<file path="src/rtl/lrcf_pkg.sv">
// Shared types, codes and constants of the LED ring clock frame generator.
`timescale 1ns / 1ps

package lrcf_pkg;

  // Default strip geometry.
  localparam int DEF_NUM_LEDS = 60;
  localparam int DEF_HOUR_GAP = 5;

  // Field widths.
  localparam int FUNC_W    = 2;
  localparam int HOUR_W    = 5;
  localparam int MIN_W     = 6;
  localparam int SEC_W     = 6;
  localparam int LED_IDX_W = 6;
  localparam int CHAN_W    = 8;
  localparam int COLOR_W   = 24;
  localparam int CFG_IDX_W = 2;

  // Hour LED position: up to 23 hours times the default gap of 5.
  localparam int HOUR_LED_W = 7;

  // Time limits.
  localparam logic [SEC_W-1:0]  SEC_MAX       = SEC_W'(59);
  localparam logic [MIN_W-1:0]  MIN_MAX       = MIN_W'(59);
  localparam logic [HOUR_W-1:0] HOUR_SET_MAX  = HOUR_W'(23);
  localparam logic [HOUR_W:0]   HOUR_DAY      = (HOUR_W+1)'(24);
  localparam logic [HOUR_W:0]   HOUR_HALF_DAY = (HOUR_W+1)'(12);

  // Operation codes of an input transaction.
  localparam logic [FUNC_W-1:0] FUNC_TICK   = 2'd0;
  localparam logic [FUNC_W-1:0] FUNC_SET    = 2'd1;
  localparam logic [FUNC_W-1:0] FUNC_REDRAW = 2'd2;

  // Configuration register indexes.
  localparam logic [CFG_IDX_W-1:0] CFG_HOUR_COLOR   = 2'd0;
  localparam logic [CFG_IDX_W-1:0] CFG_MINUTE_COLOR = 2'd1;
  localparam logic [CFG_IDX_W-1:0] CFG_OTHER_COLOR  = 2'd2;

  // Register reset values.
  localparam logic [COLOR_W-1:0] HOUR_COLOR_RST   = 24'h320000;
  localparam logic [COLOR_W-1:0] MINUTE_COLOR_RST = 24'h003200;
  localparam logic [COLOR_W-1:0] OTHER_COLOR_RST  = 24'h000032;

  // Depth of the job queue between front and back.
  localparam int QUEUE_DEPTH = 2;

  // One frame job handed from the front to the back.
  typedef struct packed {
    logic                  reject;
    logic [HOUR_LED_W-1:0] hour_led;
    logic [MIN_W-1:0]      minute;
  } job_t;

  // The three programmed colors.
  typedef struct packed {
    logic [COLOR_W-1:0] hour;
    logic [COLOR_W-1:0] minute;
    logic [COLOR_W-1:0] other;
  } color_set_t;

endpackage

</file>
<file path="src/rtl/lrcf_in_if.sv">
// Channel interfaces: input, result and configuration write channels.
`timescale 1ns / 1ps

interface lrcf_in_if;
  import lrcf_pkg::*;
  logic                  valid;
  logic                  ready;
  logic [FUNC_W-1:0]     func;
  logic [HOUR_W-1:0]     set_hour;
  logic [MIN_W-1:0]      set_minute;
  logic [SEC_W-1:0]      set_second;
  modport source (output valid, func, set_hour, set_minute, set_second, input ready);
  modport sink   (input valid, func, set_hour, set_minute, set_second, output ready);
endinterface

interface lrcf_out_if;
  import lrcf_pkg::*;
  logic                 valid;
  logic                 ready;
  logic                 status;
  logic [LED_IDX_W-1:0] led_index;
  logic [CHAN_W-1:0]    red;
  logic [CHAN_W-1:0]    green;
  logic [CHAN_W-1:0]    blue;
  logic                 last;
  modport source (output valid, status, led_index, red, green, blue, last, input ready);
  modport sink   (input valid, status, led_index, red, green, blue, last, output ready);
endinterface

interface lrcf_cfg_if;
  import lrcf_pkg::*;
  logic                 valid;
  logic                 ready;
  logic [CFG_IDX_W-1:0] index;
  logic [COLOR_W-1:0]   data;
  modport source (output valid, index, data, input ready);
  modport sink   (input valid, index, data, output ready);
endinterface

</file>
<file path="src/rtl/lrcf_front.sv">
// Front part: accepts input transactions, keeps the time and queues frame jobs.
`timescale 1ns / 1ps

module lrcf_front import lrcf_pkg::*; #(
  parameter int HOUR_GAP = DEF_HOUR_GAP
) (
  input  logic       clk,
  input  logic       rst_n,
  lrcf_in_if.sink    in_chan,
  input  logic       q_full,
  output logic       q_push,
  output job_t       q_job
);

  logic [HOUR_W-1:0] hour_r, hour_nxt;
  logic [MIN_W-1:0]  minute_r, minute_nxt;
  logic [SEC_W-1:0]  second_r, second_nxt;
  logic [HOUR_W:0]   hour_inc;
  logic              set_bad;
  logic              accept;

  assign in_chan.ready = !q_full;
  assign accept        = in_chan.valid && in_chan.ready;

  assign set_bad = (in_chan.set_hour > HOUR_SET_MAX) || (in_chan.set_minute > MIN_MAX) ||
                   (in_chan.set_second > SEC_MAX);

  always_comb begin
    hour_nxt   = hour_r;
    minute_nxt = minute_r;
    second_nxt = second_r;
    hour_inc   = {1'b0, hour_r} + 1'b1;
    case (in_chan.func)
      FUNC_TICK: begin
        if (second_r == SEC_MAX) begin
          second_nxt = '0;
          if (minute_r == MIN_MAX) begin
            minute_nxt = '0;
            // An hour loaded past twelve folds back into the twelve-hour range.
            if (hour_inc >= HOUR_DAY) begin
              hour_nxt = '0;
            end else if (hour_inc >= HOUR_HALF_DAY) begin
              hour_nxt = HOUR_W'(hour_inc - HOUR_HALF_DAY);
            end else begin
              hour_nxt = HOUR_W'(hour_inc);
            end
          end else begin
            minute_nxt = minute_r + 1'b1;
          end
        end else begin
          second_nxt = second_r + 1'b1;
        end
      end
      FUNC_SET: begin
        if (!set_bad) begin
          hour_nxt   = in_chan.set_hour;
          minute_nxt = in_chan.set_minute;
          second_nxt = in_chan.set_second;
        end
      end
      default: begin
      end
    endcase
  end

  assign q_push          = accept;
  assign q_job.reject    = (in_chan.func == FUNC_SET) && set_bad;
  assign q_job.hour_led  = HOUR_LED_W'(hour_nxt * HOUR_GAP);
  assign q_job.minute    = minute_nxt;

  always_ff @(posedge clk) begin
    if (!rst_n) begin
      hour_r   <= '0;
      minute_r <= '0;
      second_r <= '0;
    end else if (accept) begin
      hour_r   <= hour_nxt;
      minute_r <= minute_nxt;
      second_r <= second_nxt;
    end
  end

endmodule

</file>
<file path="src/rtl/lrcf_queue.sv">
// Short job queue between the front and the back.
`timescale 1ns / 1ps

module lrcf_queue import lrcf_pkg::*; #(
  parameter int DEPTH = QUEUE_DEPTH
) (
  input  logic clk,
  input  logic rst_n,
  input  logic push,
  input  job_t push_job,
  input  logic pop,
  output job_t head,
  output logic empty,
  output logic full
);

  localparam int PTR_W = (DEPTH > 1) ? $clog2(DEPTH) : 1;
  localparam int CNT_W = $clog2(DEPTH + 1);

  job_t             slot_r [DEPTH];
  logic [PTR_W-1:0] wr_ptr_r, rd_ptr_r;
  logic [CNT_W-1:0] count_r;
  logic             do_push, do_pop;

  assign empty   = (count_r == '0);
  assign full    = (count_r == CNT_W'(DEPTH));
  assign do_push = push && !full;
  assign do_pop  = pop && !empty;
  assign head    = slot_r[rd_ptr_r];

  always_ff @(posedge clk) begin
    if (do_push) begin
      slot_r[wr_ptr_r] <= push_job;
    end
  end

  always_ff @(posedge clk) begin
    if (!rst_n) begin
      wr_ptr_r <= '0;
      rd_ptr_r <= '0;
      count_r  <= '0;
    end else begin
      if (do_push) begin
        wr_ptr_r <= (wr_ptr_r == PTR_W'(DEPTH - 1)) ? '0 : wr_ptr_r + 1'b1;
      end
      if (do_pop) begin
        rd_ptr_r <= (rd_ptr_r == PTR_W'(DEPTH - 1)) ? '0 : rd_ptr_r + 1'b1;
      end
      count_r <= count_r + CNT_W'(do_push) - CNT_W'(do_pop);
    end
  end

endmodule

</file>
<file path="src/rtl/lrcf_back.sv">
// Back part: walks the strip for each queued job and drives the result register.
`timescale 1ns / 1ps

module lrcf_back import lrcf_pkg::*; #(
  parameter int NUM_LEDS = DEF_NUM_LEDS
) (
  input  logic       clk,
  input  logic       rst_n,
  input  color_set_t colors,
  input  job_t       head,
  input  logic       q_empty,
  output logic       q_pop,
  lrcf_out_if.source out_chan
);

  localparam int LED_W = $clog2(NUM_LEDS);

  job_t               job_r;
  logic               busy_r;
  logic [LED_W-1:0]   cnt_r;
  logic               out_valid_r;
  logic               status_r, last_r;
  logic [LED_IDX_W-1:0] index_r;
  logic [COLOR_W-1:0] color_r;
  logic [COLOR_W-1:0] pix_color;
  logic               advance, emit, last_pix;

  assign advance  = !out_valid_r || out_chan.ready;
  assign emit     = busy_r && advance;
  assign last_pix = job_r.reject || (cnt_r == LED_W'(NUM_LEDS - 1));
  assign q_pop    = !q_empty && (!busy_r || (emit && last_pix));

  always_comb begin
    if (HOUR_LED_W'(cnt_r) == job_r.hour_led) begin
      pix_color = colors.hour;
    end else if (LED_IDX_W'(cnt_r) <= job_r.minute) begin
      pix_color = colors.minute;
    end else begin
      pix_color = colors.other;
    end
  end

  always_ff @(posedge clk) begin
    if (!rst_n) begin
      busy_r      <= 1'b0;
      cnt_r       <= '0;
      out_valid_r <= 1'b0;
    end else begin
      if (q_pop) begin
        busy_r <= 1'b1;
        cnt_r  <= '0;
      end else if (emit && last_pix) begin
        busy_r <= 1'b0;
      end else if (emit) begin
        cnt_r <= cnt_r + 1'b1;
      end
      if (advance) begin
        out_valid_r <= busy_r;
      end
    end
  end

  always_ff @(posedge clk) begin
    if (q_pop) begin
      job_r <= head;
    end
    if (emit) begin
      status_r <= job_r.reject;
      last_r   <= last_pix;
      index_r  <= job_r.reject ? '0 : LED_IDX_W'(cnt_r);
      color_r  <= job_r.reject ? '0 : pix_color;
    end
  end

  assign out_chan.valid     = out_valid_r;
  assign out_chan.status    = status_r;
  assign out_chan.last      = last_r;
  assign out_chan.led_index = index_r;
  assign out_chan.red       = color_r[23:16];
  assign out_chan.green     = color_r[15:8];
  assign out_chan.blue      = color_r[7:0];

endmodule

</file>
<file path="src/rtl/led_ring_clock_frame.sv">
// Top level of the LED ring clock frame generator.
`timescale 1ns / 1ps

// The block keeps a twelve-hour time of day and, for every accepted input
// transaction (tick, set or redraw), sends one frame of NUM_LEDS pixel
// transactions in strip order, the final one marked last. The hour LED sits at
// hour*HOUR_GAP and shows the hour color; LEDs up to the minute count show the
// minute color; all others show the other color. A set with an out-of-range
// field changes nothing and sends one status transaction instead of a frame.
// A frame has NUM_LEDS pixels (60 by default). The single pixel counter in the
// back part emits one pixel per cycle while the output is not stalled, and the
// back takes the next queued job as it emits the last pixel of a frame. The
// front accepts a new input while the back still draws, until the two-entry job
// queue is full. With the back idle, an accepted input goes from the job queue
// into the back part's job register and then into the result register. Colors
// must only be written while no frame is pending.

module led_ring_clock_frame import lrcf_pkg::*; #(
  parameter int NUM_LEDS = DEF_NUM_LEDS,
  parameter int HOUR_GAP = DEF_HOUR_GAP
) (
  input  logic        clk,
  input  logic        rst_n,
  lrcf_in_if.sink     in_chan,
  lrcf_out_if.source  out_chan,
  lrcf_cfg_if.sink    cfg_chan
);

  color_set_t colors_r;
  job_t       q_in_job, q_head;
  logic       q_push, q_pop, q_empty, q_full;

  // Color registers are always writable; an index beyond the list is dropped.
  assign cfg_chan.ready = 1'b1;

  always_ff @(posedge clk) begin
    if (!rst_n) begin
      colors_r.hour   <= HOUR_COLOR_RST;
      colors_r.minute <= MINUTE_COLOR_RST;
      colors_r.other  <= OTHER_COLOR_RST;
    end else if (cfg_chan.valid && cfg_chan.ready) begin
      case (cfg_chan.index)
        CFG_HOUR_COLOR:   colors_r.hour   <= cfg_chan.data;
        CFG_MINUTE_COLOR: colors_r.minute <= cfg_chan.data;
        CFG_OTHER_COLOR:  colors_r.other  <= cfg_chan.data;
        default: begin
        end
      endcase
    end
  end

  // The front updates the time and turns each transaction into a frame job.
  lrcf_front #(
    .HOUR_GAP (HOUR_GAP)
  ) u_front (
    .clk     (clk),
    .rst_n   (rst_n),
    .in_chan (in_chan),
    .q_full  (q_full),
    .q_push  (q_push),
    .q_job   (q_in_job)
  );

  // The queue lets the front run ahead of the frame being drawn.
  lrcf_queue #(
    .DEPTH (QUEUE_DEPTH)
  ) u_queue (
    .clk      (clk),
    .rst_n    (rst_n),
    .push     (q_push),
    .push_job (q_in_job),
    .pop      (q_pop),
    .head     (q_head),
    .empty    (q_empty),
    .full     (q_full)
  );

  // The back draws each job one pixel per cycle into the result register while the output is not stalled.
  lrcf_back #(
    .NUM_LEDS (NUM_LEDS)
  ) u_back (
    .clk      (clk),
    .rst_n    (rst_n),
    .colors   (colors_r),
    .head     (q_head),
    .q_empty  (q_empty),
    .q_pop    (q_pop),
    .out_chan (out_chan)
  );

endmodule
</file>
<file path="src/flat_wrapper.sv">
// flat-port wrapper written by rule: the top's interface ports become plain ports
module led_ring_clock_frame_flat import lrcf_pkg::*;
#(
  parameter int NUM_LEDS = DEF_NUM_LEDS,
  parameter int HOUR_GAP = DEF_HOUR_GAP
)
  (clk, rst_n, in_chan_valid, in_chan_func, in_chan_set_hour, in_chan_set_minute, in_chan_set_second, in_chan_ready, out_chan_valid, out_chan_status, out_chan_led_index, out_chan_red, out_chan_green, out_chan_blue, out_chan_last, out_chan_ready, cfg_chan_valid, cfg_chan_index, cfg_chan_data, cfg_chan_ready);
  lrcf_in_if in_chan_i ();
  lrcf_out_if out_chan_i ();
  lrcf_cfg_if cfg_chan_i ();
  input  logic clk;
  input  logic rst_n;
  input wire logic [$bits(in_chan_i.valid)-1:0] in_chan_valid;
  input wire logic [$bits(in_chan_i.func)-1:0] in_chan_func;
  input wire logic [$bits(in_chan_i.set_hour)-1:0] in_chan_set_hour;
  input wire logic [$bits(in_chan_i.set_minute)-1:0] in_chan_set_minute;
  input wire logic [$bits(in_chan_i.set_second)-1:0] in_chan_set_second;
  output wire logic [$bits(in_chan_i.ready)-1:0] in_chan_ready;
  output wire logic [$bits(out_chan_i.valid)-1:0] out_chan_valid;
  output wire logic [$bits(out_chan_i.status)-1:0] out_chan_status;
  output wire logic [$bits(out_chan_i.led_index)-1:0] out_chan_led_index;
  output wire logic [$bits(out_chan_i.red)-1:0] out_chan_red;
  output wire logic [$bits(out_chan_i.green)-1:0] out_chan_green;
  output wire logic [$bits(out_chan_i.blue)-1:0] out_chan_blue;
  output wire logic [$bits(out_chan_i.last)-1:0] out_chan_last;
  input wire logic [$bits(out_chan_i.ready)-1:0] out_chan_ready;
  input wire logic [$bits(cfg_chan_i.valid)-1:0] cfg_chan_valid;
  input wire logic [$bits(cfg_chan_i.index)-1:0] cfg_chan_index;
  input wire logic [$bits(cfg_chan_i.data)-1:0] cfg_chan_data;
  output wire logic [$bits(cfg_chan_i.ready)-1:0] cfg_chan_ready;
  assign in_chan_i.valid = in_chan_valid;
  assign in_chan_i.func = in_chan_func;
  assign in_chan_i.set_hour = in_chan_set_hour;
  assign in_chan_i.set_minute = in_chan_set_minute;
  assign in_chan_i.set_second = in_chan_set_second;
  assign in_chan_ready = in_chan_i.ready;
  assign out_chan_valid = out_chan_i.valid;
  assign out_chan_status = out_chan_i.status;
  assign out_chan_led_index = out_chan_i.led_index;
  assign out_chan_red = out_chan_i.red;
  assign out_chan_green = out_chan_i.green;
  assign out_chan_blue = out_chan_i.blue;
  assign out_chan_last = out_chan_i.last;
  assign out_chan_i.ready = out_chan_ready;
  assign cfg_chan_i.valid = cfg_chan_valid;
  assign cfg_chan_i.index = cfg_chan_index;
  assign cfg_chan_i.data = cfg_chan_data;
  assign cfg_chan_ready = cfg_chan_i.ready;
  led_ring_clock_frame #(.NUM_LEDS(NUM_LEDS), .HOUR_GAP(HOUR_GAP)) u_core (.clk(clk), .rst_n(rst_n), .in_chan(in_chan_i), .out_chan(out_chan_i), .cfg_chan(cfg_chan_i));
endmodule
</file>
<file path="config.mk">
export PLATFORM = sky130hd
export DESIGN_NAME = led_ring_clock_frame_flat
export DESIGN_NICKNAME = d
export VERILOG_FILES = /design/src/rtl/lrcf_pkg.sv /design/src/rtl/lrcf_in_if.sv /design/src/rtl/lrcf_front.sv /design/src/rtl/lrcf_queue.sv /design/src/rtl/lrcf_back.sv /design/src/rtl/led_ring_clock_frame.sv /design/src/flat_wrapper.sv
export SDC_FILE = /design/constraint.sdc
export NUM_CORES = 1
export LEC_CHECK = 0
export BUFFER_PORTS_ARGS = -buffer_cell sky130_fd_sc_hd__buf_2
export CAP_MARGIN = 20
export CORE_ASPECT_RATIO = 0.7
export CORE_MARGIN = 3
export CORE_UTILIZATION = 54
export DETAILED_ROUTE_END_ITERATION = 12
export GPL_ROUTABILITY_DRIVEN = 0
export PLACE_DENSITY_LB_ADDON = 0.1
export SYNTH_ARGS = -nofsm -noshare
export SYNTH_HDL_FRONTEND = slang
export SYNTH_HIERARCHICAL = 1
export SYNTH_SLANG_ARGS = --single-unit
</file>
<file path="constraint.sdc">
create_clock -name clk -period 3.1 [get_ports clk]
set_input_delay 0.465 -clock clk [delete_from_list [all_inputs] [get_ports clk]]
set_output_delay 0.465 -clock clk [all_outputs]
set_load 0.1 [all_outputs]
</file>
# Word level (Yosys, flattened, before mapping)

Memory sizes are Yosys's and may differ from the RTL's. A register that Yosys moved wholly into a read port is not among the register bits.
Cells that the tools add are included.
W data, S select, Z words.

Logic and storage cells: 92
Bits of input ports: 50
RAM bits: 28
Bits in registers: 133
Output and inout bits: 35
Memories: 1

Order comparisons: 6
Multipliers: 1
Bitwise gates (word level): 2
Equal/unequal tests: 9
Multiplexer cells: 21
Reductions and logical operators: 27
Add/sub/neg operators: 9

Memory list:

| memory                | words | width | read ports | clocked after memory_dff | wr ports | RTL line         | text |
|---|---|---|---|---|---|---|---|
| u_core.u_queue.slot_r | 2     | 14    | 1          | 1                        | 1        | lrcf_queue.sv:20 | `job_t slot_r [DEPTH];` |

Operators with widths:

| operator              | count |
|---|---|
| $mux W24              | 2 |
| $mux W6               | 5 |
| $mux W5               | 5 |
| $pmux W6 S2           | 2 |
| $add A6 B1 Y6 const B | 3 |
| $eq A6 B6 Y1 const B  | 3 |
| $gt A6 B6 Y1 const B  | 2 |
| $pmux W5 S2           | 1 |
| $reduce_and A2 Y1     | 4 |
| $eq A6 B7 Y1          | 1 |
| $logic_and A1 B1 Y1   | 7 |
| $mul A5 B3 Y7 const B | 1 |
| $add A5 B1 Y6 const B | 1 |
| $ge A6 B4 Y1 const B  | 1 |
| $ge A6 B5 Y1 const B  | 1 |
| $le A6 B6 Y1          | 1 |
| $logic_not A2 Y1      | 3 |
| $mux W1               | 6 |
| $gt A5 B5 Y1 const B  | 1 |
| $logic_or A1 B1 Y1    | 5 |
| $sub A5 B4 Y5 const B | 1 |
| $eq A2 B1 Y1 const B  | 2 |
| $eq A2 B2 Y1 const B  | 2 |
| $logic_not A1 Y1      | 4 |
| 8 further kinds       | 11 |

# Depth between registers and ports, before layout

Gate-level depths: netlist (run 1).

Depth in word-level cells: 8
Depth in mapped cells: 14
Depth with buffers taken out: 13

# Cells and area by module

Netlist (run 1), hierarchy kept.

By module, submodules not included:

| module               | sequential area each (µm²) | cells an instance | times used | area an instance (µm²) |
|---|---|---|---|---|
| lrcf_back            | 1541.5                     | 294               | 1          | 3014.1 |
| led_ring_clock_frame | 1441.4                     | 278               | 1          | 2817.7 |
| lrcf_front           | 340.3                      | 214               | 1          | 1616.6 |
| lrcf_queue           | 940.9                      | 70                | 1          | 1243.7 |

# Least setup slack after synthesis (run 1)

No wires, ideal clock.

Path kind: flip-flop to flip-flop
Start point: register u_core.u_front.hour_r[1]
End point: memory u_core/u_queue/slot_r[0][12] (netlist bit) (data pin)
Setup slack: -0.175 ns
Required time: 2.830 ns
Period minus slack after synthesis: 3.275 ns
Library setup time: 0.270 ns
Buffers on the path: 1
Data arrival time: 3.005 ns
Cell stages (with the launch flop): 14
Path through: dfxtp_1 ha_1 and3_1 buf_6 or2_2 a21oi_1 xnor2_1 a221oi_1 nor2_1 ha_1 ha_1 a21o_1 maj3_2 xnor2_1

RTL lines:

| what                   | RTL line         | text |
|---|---|---|
| start, declared        | lrcf_front.sv:15 | `logic [HOUR_W-1:0] hour_r, hour_nxt;` |
| start signal, assigned | lrcf_front.sv:77 | `hour_r <= hour_nxt;` |
| end, declared          | lrcf_queue.sv:20 |  |

==> results by group, run 1 <==
Floorplanning
  – Initial core utilization: 55.6%
  – Core Rows: 38
  – Core footprint: 15,600 um^2
  – Die area: 17,700 um^2
  – Die Width: 158 um
  – Die height: 112 um
  – Num ports: 85

Synth
  – Syn Area/Cell: 10.2 um^2
  – Mapped cell area: 8690 um^2
  – Ys flop type: dfxtp_1
  – Yosys synthesis warning count: 6
  – Register area share after synthesis: 49.1%
  – Mapped Nets: 925
  – Share of the synthesized area in the top cell type: 25.6%
  – Area contributors post-synth: edfxtp_1, dfxtp_1, mux2i_1
  – Post-synthesis instance total: 856
  – Async SR Flop Fraction: 0%
  – Yosys top cell by area: edfxtp_1
  – Netlist cell types: 74
  – Synth Register Bits: 176
  – Number of synthesized flops with an enable pin: 74

Finish
  – Ant. Diodes: 0
  – Final layout net count: 1,014
  – Most common cell after layout, fill and taps aside: nand2_1
  – Footprint of the multi-input gates: 4030 um^2
  – Layout cells sized above 1: 22.1%
  – FILL cells: 1,235
  – Area growth syn-to-layout: 15.5%
  – Commonest non-fill, non-tap cells in the layout: nand2_1, dfxtp_1, buf_2
  – FF/Latch Area: 4270 um^2

Placed design
  – Setup slack at placement: 0.000208 ns
  – Hpwl dp: 14.3 mm
  – Port Buffers: 83

Run
  – Max_cap viols: 0

Timing
  – Slew Viols, Final: 0
  – Final Hold Slack: 0.322 ns
  – Max frequency: 0.324 GHz
  – Clock skew: 0.0109 ns
  – Final worst path period share: 99.7%
  – # setup viols final: 0
  – Slew Limit Headroom: 53.7%
  – RSZ-0062 raised after global routing: yes
  – Crit path time final: 3.09 ns
  – Final worst slack: 0.00949 ns
  – Final hold viol count: 0
  – Worst Tran Pin Value: 0.694 ns

Hold path
  – Hold Crit Depth: 3
  – Hold Crit Class: primary input to flop
  – Min-Delay Endpoint: u_core/u_front/second_r[1]
  – Worst Hold Launch: in_chan_set_second[1]

Critical path
  – CP Class: flop to flop
  – R2R cell count: 11
  – Worst r2r src: u_core/u_front/second_r[1]
  – R2R setup slack: 0.009 ns
  – Critical Path Start Type: flop
  – WP data required: 3.27 ns
  – Crit Path Max Fanout: 4
  – Terminus of the critical flop-to-flop path: u_core/u_queue/slot_r[1][12]
  – Critical path data arrival time: 3.26 ns
  – CP endpoint kind: flop

Routing
  – DRT antenna net count: 0
  – Drt drc: 0
  – DRT Wirelength: 21.7 mm
  – Routed wire length per instance: 18.7 um
  – Total number of vias: 6,985
  – Pre-antenna DRT Iters: 6
  – DR iter-0 viols: 599
  – Via density: 6.03

Power and ir drop
  – P_leak: 4.13 nW
  – Total power: 7.73 mW
  – PD cells: 770 nW/um^2
  – Max IR drop VDD: 0.433 mV

Clock network
  – CTS sink cnt: 176
  – CTS H-tree lvls: 4
  – CTS Buffer Depth: 2
  – CTS tree: built
  – Clk_lat worst skew: 0.42 ns
  – Clock transition at path regs: 0.06 ns
  – Total CTS buffers: 17
  – Hold_buf cts: 0
  – Root Driver: clkbuf_16

Global route
  – Gr usage total: 24.8%
  – Initial antenna violation count: 2
  – Pin count of the biggest net entering global routing: 71
  – Congestion Overflow GR: 0
  – First-pass GRT wire length: 34.7 mm
  – Vias in the first global route: 6,833

Status
  – Run status: finished clean
==> flip-flops by register name, summed over array words and instances, names as in the netlist, 5 cells and up, named ones only <==
| signal | flops |
|---|---|
| u_core/u_queue/slot_r | 28 |
| u_core/u_back/job_r | 14 |
| u_core/u_back/out_chan.led_index | 6 |
| u_core/u_front/second_r | 6 |
| u_core/colors_r | 72 |
| u_core/u_front/hour_r | 5 |
| u_core/u_back/cnt_r | 6 |
| u_core/u_back/color_r | 24 |
| u_core/u_front/minute_r | 6 |
==> final cells by class <==
| cell class | count | share of cell area, % |
|---|---|---|
| clock buffers | 22 | 4.85 |
| clock inverters | 10 | 0.711 |
| inverters | 28 | 1.05 |
| multi-input cells | 588 | 40.1 |
| flip-flops and latches | 176 | 42.6 |
| well taps | 200 | 2.49 |
| repair buffers | 134 | 8.23 |
==> metrics by stage <==
| stage | setup TNS [ns] | util, % | std cells | area, um^2 |
|---|---|---|---|---|
| after CTS | 0 | 63.6 | 1154 | 9950 |
| final | 0 | 64.2 | 1158 | 10000 |
| after detailed placement | 0 | 60.0 | 1122 | 9390 |
| after global placement | 0 | 60.0 | 1122 | 9390 |
| after global routing | -0.355 | 64.2 | 1158 | 10000 |
| after floorplan | 0 | - | 856 | 8730 |
==> how the worst max path moves through the flow <==
stage,endpoint,depth (start not counted),slack (ns),start
5_1_grt,u_core/u_queue/slot_r[1][12],12,-0.14,u_core/u_front/hour_r[2]
4_1_cts,u_core/u_queue/slot_r[0][12],12,0.001,u_core/u_front/minute_r[1]
3_3_place_gp,u_core/u_queue/slot_r[0][12],12,0.07,u_core/u_front/hour_r[1]
2_1_floorplan,u_core/u_queue/slot_r[0][12],14,0.006,u_core/u_front/hour_r[0]
3_5_place_dp,u_core/u_queue/slot_r[0][12],12,0.0002,u_core/u_front/second_r[1]
6_report,u_core/u_queue/slot_r[1][12],11,0.009,u_core/u_front/second_r[1]
==> Yosys cell counts, drive strengths merged (18+ instances only) <==
cell type and instances:
a22oi 28, a311oi 25, a31oi 26, buf 39, clkbuf 24, dfxtp 102
edfxtp 74, ha 18, inv 28, mux2i 65, nand2 122, nor2 58
nor3 29, o21ai 40
==> routing by layer <==
metal / routed length [um] / GRT usage (%) / part of all wire, %
met5: 27 / 0 / 0.12
met4: 238 / 6.82 / 1.1
met3: 1890 / 6.74 / 8.7
met2: 9480 / 36.8 / 44
met1: 10000 / 35.8 / 46
==> power by group <==
part	internal, mW	leakage, nW	switching, mW
Combinational	0.662	2.32	1.87
Clock	1.13	0.272	0.894
Sequential	2.97	1.54	0.203
==> critical path, stage by stage (launching register included) <==
cell	delay (ns)
dfxtp_1	0.33
ha_1	0.20
and4b_2	0.27
and3_2	0.21
and3_4	0.20
a221oi_2	0.27
nor2_1	0.12
ha_1	0.31
ha_1	0.28
a21o_1	0.18
maj3_2	0.32
xnor2_2	0.14
==> logic make-up (layout without fill, tap and decap cells) <==
logic type / Yosys count / after routing / share of synthesized area [%]
compound gates: 175 / 175 / 14.2
xor+xnor: 24 / 24 / 2.42
fa+ha+maj: 20 / 20 / 2.95
buf+inv: 92 / 194 / 5.76
flops: 176 / 176 / 49.1
mux: 79 / 79 / 9.30
other cells: 1 / 1 / 0.0431
simple gates: 289 / 289 / 16.3
==> repair_timing <==
item,4_1_cts,5_1_grt
pin swaps,0,17
setup endpoints to repair,2,4
resized for setup,1,13
setup buffers,0,4
gates cloned,0,0
Power figures use the tool's default switching activity.
==> run 2: changes to the inputs <==
--- a/config.mk
+++ b/config.mk
@@ -10,8 +10,11 @@
 export CORE_ASPECT_RATIO = 0.7
 export CORE_MARGIN = 3
 export CORE_UTILIZATION = 54
+export CTS_CLUSTER_SIZE = 24
 export DETAILED_ROUTE_END_ITERATION = 12
 export GPL_ROUTABILITY_DRIVEN = 0
+export GPL_TIMING_DRIVEN = 0
+export MAX_ROUTING_LAYER = met4
 export PLACE_DENSITY_LB_ADDON = 0.1
 export SYNTH_ARGS = -nofsm -noshare
 export SYNTH_HDL_FRONTEND = slang
==> results by group, run 2 (synthesis results as in run 1) <==
Global route
  – Initial antenna violation count: 0 (-2)
  – Gr usage total: 26.4% (+1.7 points)
  – First-pass GRT wire length: 35.6 mm (+2.7%)
  – Pin count of the biggest net entering global routing: 25 (-65%)
  – Vias in the first global route: 6,601 (-3.4%)
  – Congestion Overflow GR: 0 (unchanged)

Critical path
  – WP depth: 12 (+1)
  – Worst r2r src: u_core/u_front/hour_r[1]
  – Terminus of the critical flop-to-flop path: u_core/u_queue/slot_r[1][12]
  – R2R cell count: 12 (+1)
  – Crit-path cells: ha_4 -> xor2_4 -> ha_4 -> buf_6 -> or3_4 -> o211ai_4 -> o211ai_4 -> and2_4 -> ha_4 -> a21o_1 -> maj3_2 -> xnor2_2
  – CP most frequent cell: ha_4
  – Crit Path Max Fanout: 7 (+3)
  – Critical Path Start: u_core/u_front/hour_r[1]
  – CP endpoint kind: flop
  – R2R setup slack: 0.05 ns (+0.04 ns)
  – Crit path to: u_core/u_queue/slot_r[1][12]
  – Critical-path top delay cell: dfxtp_4
  – Critical path data arrival time: 3.23 ns (-0.03 ns)
  – CP Class: flop to flop
  – WP buf/inv: 1 (+1)
  – Delay of the slowest critical-path stage: 0.38 ns (+0.05 ns)
  – CP delay by family, top: adder cells
  – Critical Path Start Type: flop
  – WP data required: 3.28 ns (about the same)

Power and ir drop
  – P_leak: 4.25 nW (+2.7%)
  – P_int: 4.96 mW (+4.3%)
  – Max IR drop VDD: 0.368 mV (-15%)
  – Total power: 7.99 mW (+3.3%)
  – Sequential share of power: 39.7% (-1.4 points)
  – Psw: 3.02 mW (+1.8%)
  – PD cells: 769 nW/um^2 (-0.15%)
  – Clk pwr share: 27.5% (+1.4 points)
  – Sw Ratio: 37.9% (-0.56 points)
  – Combinational Power Share: 32.8% (about the same)

Timing
  – Worst Tran Pin Value: 0.709 ns (+0.0149 ns)
  – Max frequency: 0.328 GHz (+1.3%)
  – Final worst path period share: 98.4% (-1.3 points)
  – Final hold viol count: 0 (unchanged)
  – Crit path time final: 3.05 ns (-0.0393 ns)
  – Slew Limit Headroom: 52.7% (-0.99 points)
  – # setup viols final: 0 (unchanged)
  – Clock skew: 0.00675 ns (-0.00418 ns)
  – Slew Viols, Final: 0 (unchanged)

Floorplanning
  – Core Rows: 38 (unchanged)
  – Die height: 112 um (unchanged)
  – Die area: 17,700 um^2 (unchanged)
  – Initial core utilization: 55.6% (unchanged)
  – Core footprint: 15,600 um^2 (unchanged)
  – Die Width: 158 um (unchanged)
  – Num ports: 85 (unchanged)

Hold path
  – Hold Crit Depth: 3 (unchanged)
  – Hold Crit Class: primary input to flop

Finish
  – Fin cells: 1,187 (+2.5%)
  – FILL cells: 1,261 (+2.1%)
  – Area growth syn-to-layout: 19.5%
  – Ant. Diodes: 0 (unchanged)
  – Regs by FF count: u_core/colors_r: 72 flops, u_core/u_queue/slot_r: 28 flops, u_core/u_back/color_r: 24 flops
  – Final layout net count: 1,043 (+2.9%)
  – Commonest non-fill, non-tap cells in the layout: nand2_1, buf_2, dfxtp_1
  – Max reg flops: 72 (unchanged)
  – Largest Register: u_core/colors_r
  – Most common cell after layout, fill and taps aside: nand2_1
  – Layout cells sized above 1: 23.7% (+1.6 points)

Clock network
  – Root Driver: clkbuf_16
  – Clock transition at path regs: 0.07 ns (about the same)
  – CTS Buffer Depth: 2 (unchanged)
  – Total CTS buffers: 17 (unchanged)
  – Hold_buf cts: 0 (unchanged)
  – CTS sink cnt: 176 (unchanged)
  – Clk_lat worst skew: 0.43 ns (about the same)
  – CTS H-tree lvls: 4 (unchanged)
  – CTS tree: built

Routing
  – Pre-antenna DRT Iters: 7 (+1)
  – Routed wire length per instance: 18.5 um (-0.92%)
  – DRT antenna net count: 0 (unchanged)
  – Total number of vias: 6,971 (-0.20%)
  – DRT Wirelength: 22.0 mm (+1.6%)
  – Via density: 5.87 (-2.6%)
  – DR iter-0 viols: 680 (+14%)
  – Drt drc: 0 (unchanged)

Placed design
  – Placed insts: 1,142 (+1.8%)
  – Hpwl dp: 15.0 mm (+4.8%)
  – Port Buffers: 83 (unchanged)

Run
  – Max_cap viols: 0 (unchanged)

Status
  – Run status: finished clean
[run 2: cell count changes in the layout (fill, tap and decap cells not counted), sizes merged]
cell          change
clkinvlp          -2
clkbuf           +24
bufinv            +1
clkinv            -1
dlymetal6s2s      +1
buf               +5
inv               +1
[run 2: worst min-delay path: stages]
cell and delay [ns]:
buf_2 0.10, nand2_1 0.05, a311oi_1 0.08
[run 2: power by group through the flow]
stage / combinational (mW) / clock [mW] / sequential, mW
final: 2.62 / 2.20 / 3.17
after global routing: 2.80 / 2.32 / 3.22
after CTS: 2.57 / 2.23 / 3.16
after detailed placement: 2.50 / 0 / 3.20
after global placement: 2.42 / 0 / 3.21
after floorplan: 1.10 / 0 / 4.01
[run 2: final cells by class]
type | instances | area, um^2 | area share, %
Sequential cell | 176 | 4290 | 41.3
Multi-Input combinational cell | 588 | 4160 | 40.1
Timing Repair Buffer | 101 | 578 | 5.57
Clock buffer | 23 | 520 | 5.01
Buffer | 62 | 394 | 3.79
Tap cell | 200 | 250 | 2.41
Inverter | 28 | 105 | 1.01
Clock inverter | 9 | 90.1 | 0.867
[run 2: worst min path at each step]
stage                                             to  slack, ns                  start
final                     u_core/u_front/second_r[1]       0.30  in_chan_set_second[1]
after global routing      u_core/u_front/second_r[1]       0.29  in_chan_set_second[1]
after CTS                 u_core/u_front/second_r[1]       0.29  in_chan_set_second[1]
after detailed placement         u_core/colors_r[54]       0.45    u_core/colors_r[54]
after global placement           u_core/colors_r[57]       0.44    u_core/colors_r[57]
after floorplan                  u_core/colors_r[48]       0.44    u_core/colors_r[48]
[run 2: timing repair]
item / in CTS / in global routing
pin swaps: 20 / 21
gates resized for setup: 27 / 21
endpoints found under the setup margin: 6 / 4
setup buffers: 11 / 5
[run 2: stage by stage]
stage	instance area [um^2]	utilization [%]	setup TNS, ns	setup WS, ns	hold WS, ns
floorplan	8730	-	0	0.00644	0.435
global placement	9400	60.1	-1.81	-0.347	0.444
CTS	10200	65.5	0	0.00293	0.292
finish	10400	66.4	0	0.0488	0.303
detailed placement	9440	60.4	-1.25	-0.405	0.450
global route	10400	66.4	-0.0632	-0.0239	0.293
[run 2: metal layers]
metal | track usage, % | routed length (um)
met5 | - | 0
met1 | 41.3 | 11200
met4 | 5.49 | 150
met3 | 5.93 | 1650
met2 | 35.0 | 9030
==> run 3: changes to the inputs <==
--- a/config.mk
+++ b/config.mk
@@ -7,9 +7,11 @@
 export LEC_CHECK = 0
 export BUFFER_PORTS_ARGS = -buffer_cell sky130_fd_sc_hd__buf_2
 export CAP_MARGIN = 20
+export CELL_PAD_IN_SITES_DETAIL_PLACEMENT = 0
+export CELL_PAD_IN_SITES_GLOBAL_PLACEMENT = 2
 export CORE_ASPECT_RATIO = 0.7
 export CORE_MARGIN = 3
-export CORE_UTILIZATION = 54
+export CORE_UTILIZATION = 35
 export CTS_CLUSTER_SIZE = 24
 export DETAILED_ROUTE_END_ITERATION = 12
 export GPL_ROUTABILITY_DRIVEN = 0
==> results by group, run 3 (synthesis results as in run 1) <==
Critical path
  – WP buf/inv: 1 (unchanged)
  – Crit-path cells: ha_4 -> and4b_1 -> buf_6 -> and3_2 -> and3_4 -> a221oi_4 -> nor2_4 -> ha_4 -> ha_4 -> a21o_1 -> maj3_2 -> xnor2_2
  – WP depth: 12 (unchanged)
  – CP delay by family, top: adder cells
  – Worst r2r src: u_core/u_front/second_r[0]
  – WP data required: 3.28 ns (about the same)
  – Terminus of the critical flop-to-flop path: u_core/u_queue/slot_r[0][12]
  – Critical path data arrival time: 3.17 ns (-0.06 ns)
  – R2R cell count: 12 (unchanged)
  – Critical Path Start Type: flop
  – R2R setup slack: 0.10 ns (+0.06 ns)
  – Delay of the slowest critical-path stage: 0.36 ns (-0.02 ns)
  – Crit path to: u_core/u_queue/slot_r[0][12]
  – Critical-path top delay cell: dfxtp_4
  – CP most frequent cell: ha_4
  – CP endpoint kind: flop
  – CP Class: flop to flop
  – Critical Path Start: u_core/u_front/second_r[0]
  – Crit Path Max Fanout: 4 (-3)

Routing
  – Pre-antenna DRT Iters: 5 (-2)
  – DRT antenna net count: 0 (unchanged)
  – Routed wire length per instance: 19.4 um (+4.6%)
  – DRT Wirelength: 25.4 mm (+15%)
  – Via density: 5.21 (-11%)
  – Total number of vias: 6,819 (-2.2%)
  – Drt drc: 0 (unchanged)
  – DR iter-0 viols: 538 (-21%)

Floorplanning
  – Die area: 26,800 um^2 (+52%)
  – Core Rows: 47 (+24%)
  – Num ports: 85 (unchanged)
  – Core footprint: 24,000 um^2 (+53%)
  – Die Width: 194 um (+23%)
  – Die height: 138 um (+23%)
  – Initial core utilization: 36.2% (-19 points)

Finish
  – Final layout net count: 1,047 (+0.38%)
  – Regs by FF count: u_core/colors_r: 72 flops, u_core/u_queue/slot_r: 28 flops, u_core/u_back/color_r: 24 flops
  – Commonest non-fill, non-tap cells in the layout: nand2_1, buf_2, dfxtp_1
  – Layout cells sized above 1: 24.1% (+0.41 points)
  – Ant. Diodes: 0 (unchanged)
  – Final instance area: 10,500 um^2 (+1.3%)
  – Max reg flops: 72 (unchanged)
  – Area growth syn-to-layout: 21.1%
  – Largest Register: u_core/colors_r
  – Most common cell after layout, fill and taps aside: nand2_1
  – Final core occ: 43.9% (-23 points)

Clock network
  – CTS H-tree lvls: 4 (unchanged)
  – Hold_buf cts: 0 (unchanged)
  – CTS tree: built
  – Root Driver: clkbuf_16
  – Clk_lat worst skew: 0.43 ns (about the same)
  – Total CTS buffers: 17 (unchanged)
  – CTS sink cnt: 176 (unchanged)
  – Clock transition at path regs: 0.07 ns (about the same)
  – CTS Buffer Depth: 2 (unchanged)

Timing
  – Worst Tran Pin Value: 0.889 ns (+0.180 ns)
  – Final Hold Slack: 0.298 ns (-0.00449 ns)
  – Final hold viol count: 0 (unchanged)
  – Slew Viols, Final: 0 (unchanged)
  – Slew Limit Headroom: 40.7% (-12 points)
  – Max frequency: 0.334 GHz (+1.9%)
  – Clock skew: 0.00889 ns (+0.00215 ns)
  – Final worst path period share: 96.6% (-1.8 points)
  – # setup viols final: 0 (unchanged)
  – Crit path time final: 3.00 ns (-0.0558 ns)

Power and ir drop
  – Sequential share of power: 39.9% (+0.2 points)
  – Sw Ratio: 39.5% (+1.7 points)
  – P_leak: 4.24 nW (-0.23%)
  – Psw: 3.14 mW (+3.9%)
  – PD cells: 756 nW/um^2 (-1.7%)
  – Max IR drop VDD: 0.600 mV (+63%)
  – Combinational Power Share: 33.3% (+0.5 points)
  – P_int: 4.81 mW (-3.1%)
  – Clk pwr share: 26.8% (-0.7 points)

Hold path
  – Hold Crit Class: primary input to flop
  – Worst Hold Launch: in_chan_set_second[1]

Run
  – Max_cap viols: 0 (unchanged)

Placed design
  – Hpwl dp: 17.6 mm (+17%)
  – Cell area after placement: 9580 um^2 (+1.4%)
  – Port Buffers: 83 (unchanged)

Global route
  – Initial antenna violation count: 0 (unchanged)
  – Vias in the first global route: 6,611 (+0.15%)
  – First-pass GRT wire length: 39.2 mm (+10%)
  – Gr usage total: 19.7% (-6.8 points)
  – Pin count of the biggest net entering global routing: 29 (+16%)
  – Congestion Overflow GR: 0 (unchanged)

Status
  – Run status: finished clean
-- run 3: how the worst min path moves through the flow --
| stage | slack, ns | to | depth (start not counted) |
|---|---|---|---|
| after floorplan | 0.44 | u_core/colors_r[48] | 2 |
| after global placement | 0.44 | u_core/colors_r[49] | 2 |
| after detailed placement | 0.45 | u_core/colors_r[49] | 2 |
| after CTS | 0.28 | u_core/u_front/second_r[1] | 3 |
| after global routing | 0.29 | u_core/u_front/second_r[1] | 3 |
| final | 0.30 | u_core/u_front/second_r[1] | 3 |
-- run 3: power by group through the flow --
stage               clock (mW)  combinational (mW)  sequential, mW
CTS                       2.20                2.63            3.17
finish                    2.13                2.65            3.17
global route              2.30                2.85            3.23
detailed placement           0                2.56            3.21
global placement             0                2.51            3.22
floorplan                    0                1.10            4.01
-- run 3: metal layers --
| metal | global-route usage, % | part of all wire (%) |
|---|---|---|
| met2 | 25.9 | 39 |
| met1 | 30.9 | 56 |
| met4 | 4.42 | 0.84 |
| met5 | - | 0 |
| met3 | 3.35 | 4.6 |
-- run 3: repair_timing --
action | 4_1_cts | 5_1_grt
buffers inserted | 10 | 10
resized for setup | 30 | 23
pin swaps | 15 | 18
endpoints found under the hold margin | 0 | 0
setup endpoints to repair | 6 | 7
-- run 3: layout make-up --
cell class | instances | area [um^2]
fill | 2403 | 13500
inverter | 28 | 105
clock buffer | 18 | 429
clock inverter | 14 | 145
buffer | 61 | 394
timing repair buffer | 106 | 604
multi-input combinational | 588 | 4160
tap | 318 | 398
sequential | 176 | 4290
-- run 3: worst register-to-register path, cell delays in order, from the launching register on --
cell and delay (ns):
dfxtp_4 0.36, ha_4 0.16, and4b_1 0.19, buf_6 0.12
and3_2 0.20, and3_4 0.21, a221oi_4 0.33, nor2_4 0.08
ha_4 0.29, ha_4 0.19, a21o_1 0.15, maj3_2 0.32
xnor2_2 0.15
-- run 3: per-stage QoR --
step           setup WS, ns  std cells  setup TNS, ns  total power [mW]
2_1_floorplan       0.00644        856              0              5.11
3_3_place_gp         -0.540       1257          -5.46              5.73
3_5_place_dp         -0.527       1260          -1.87              5.77
4_1_cts            0.000601       1301              0              7.99
5_1_grt             -0.0146       1309        -0.0290              8.38
6_report              0.105       1309              0              7.96
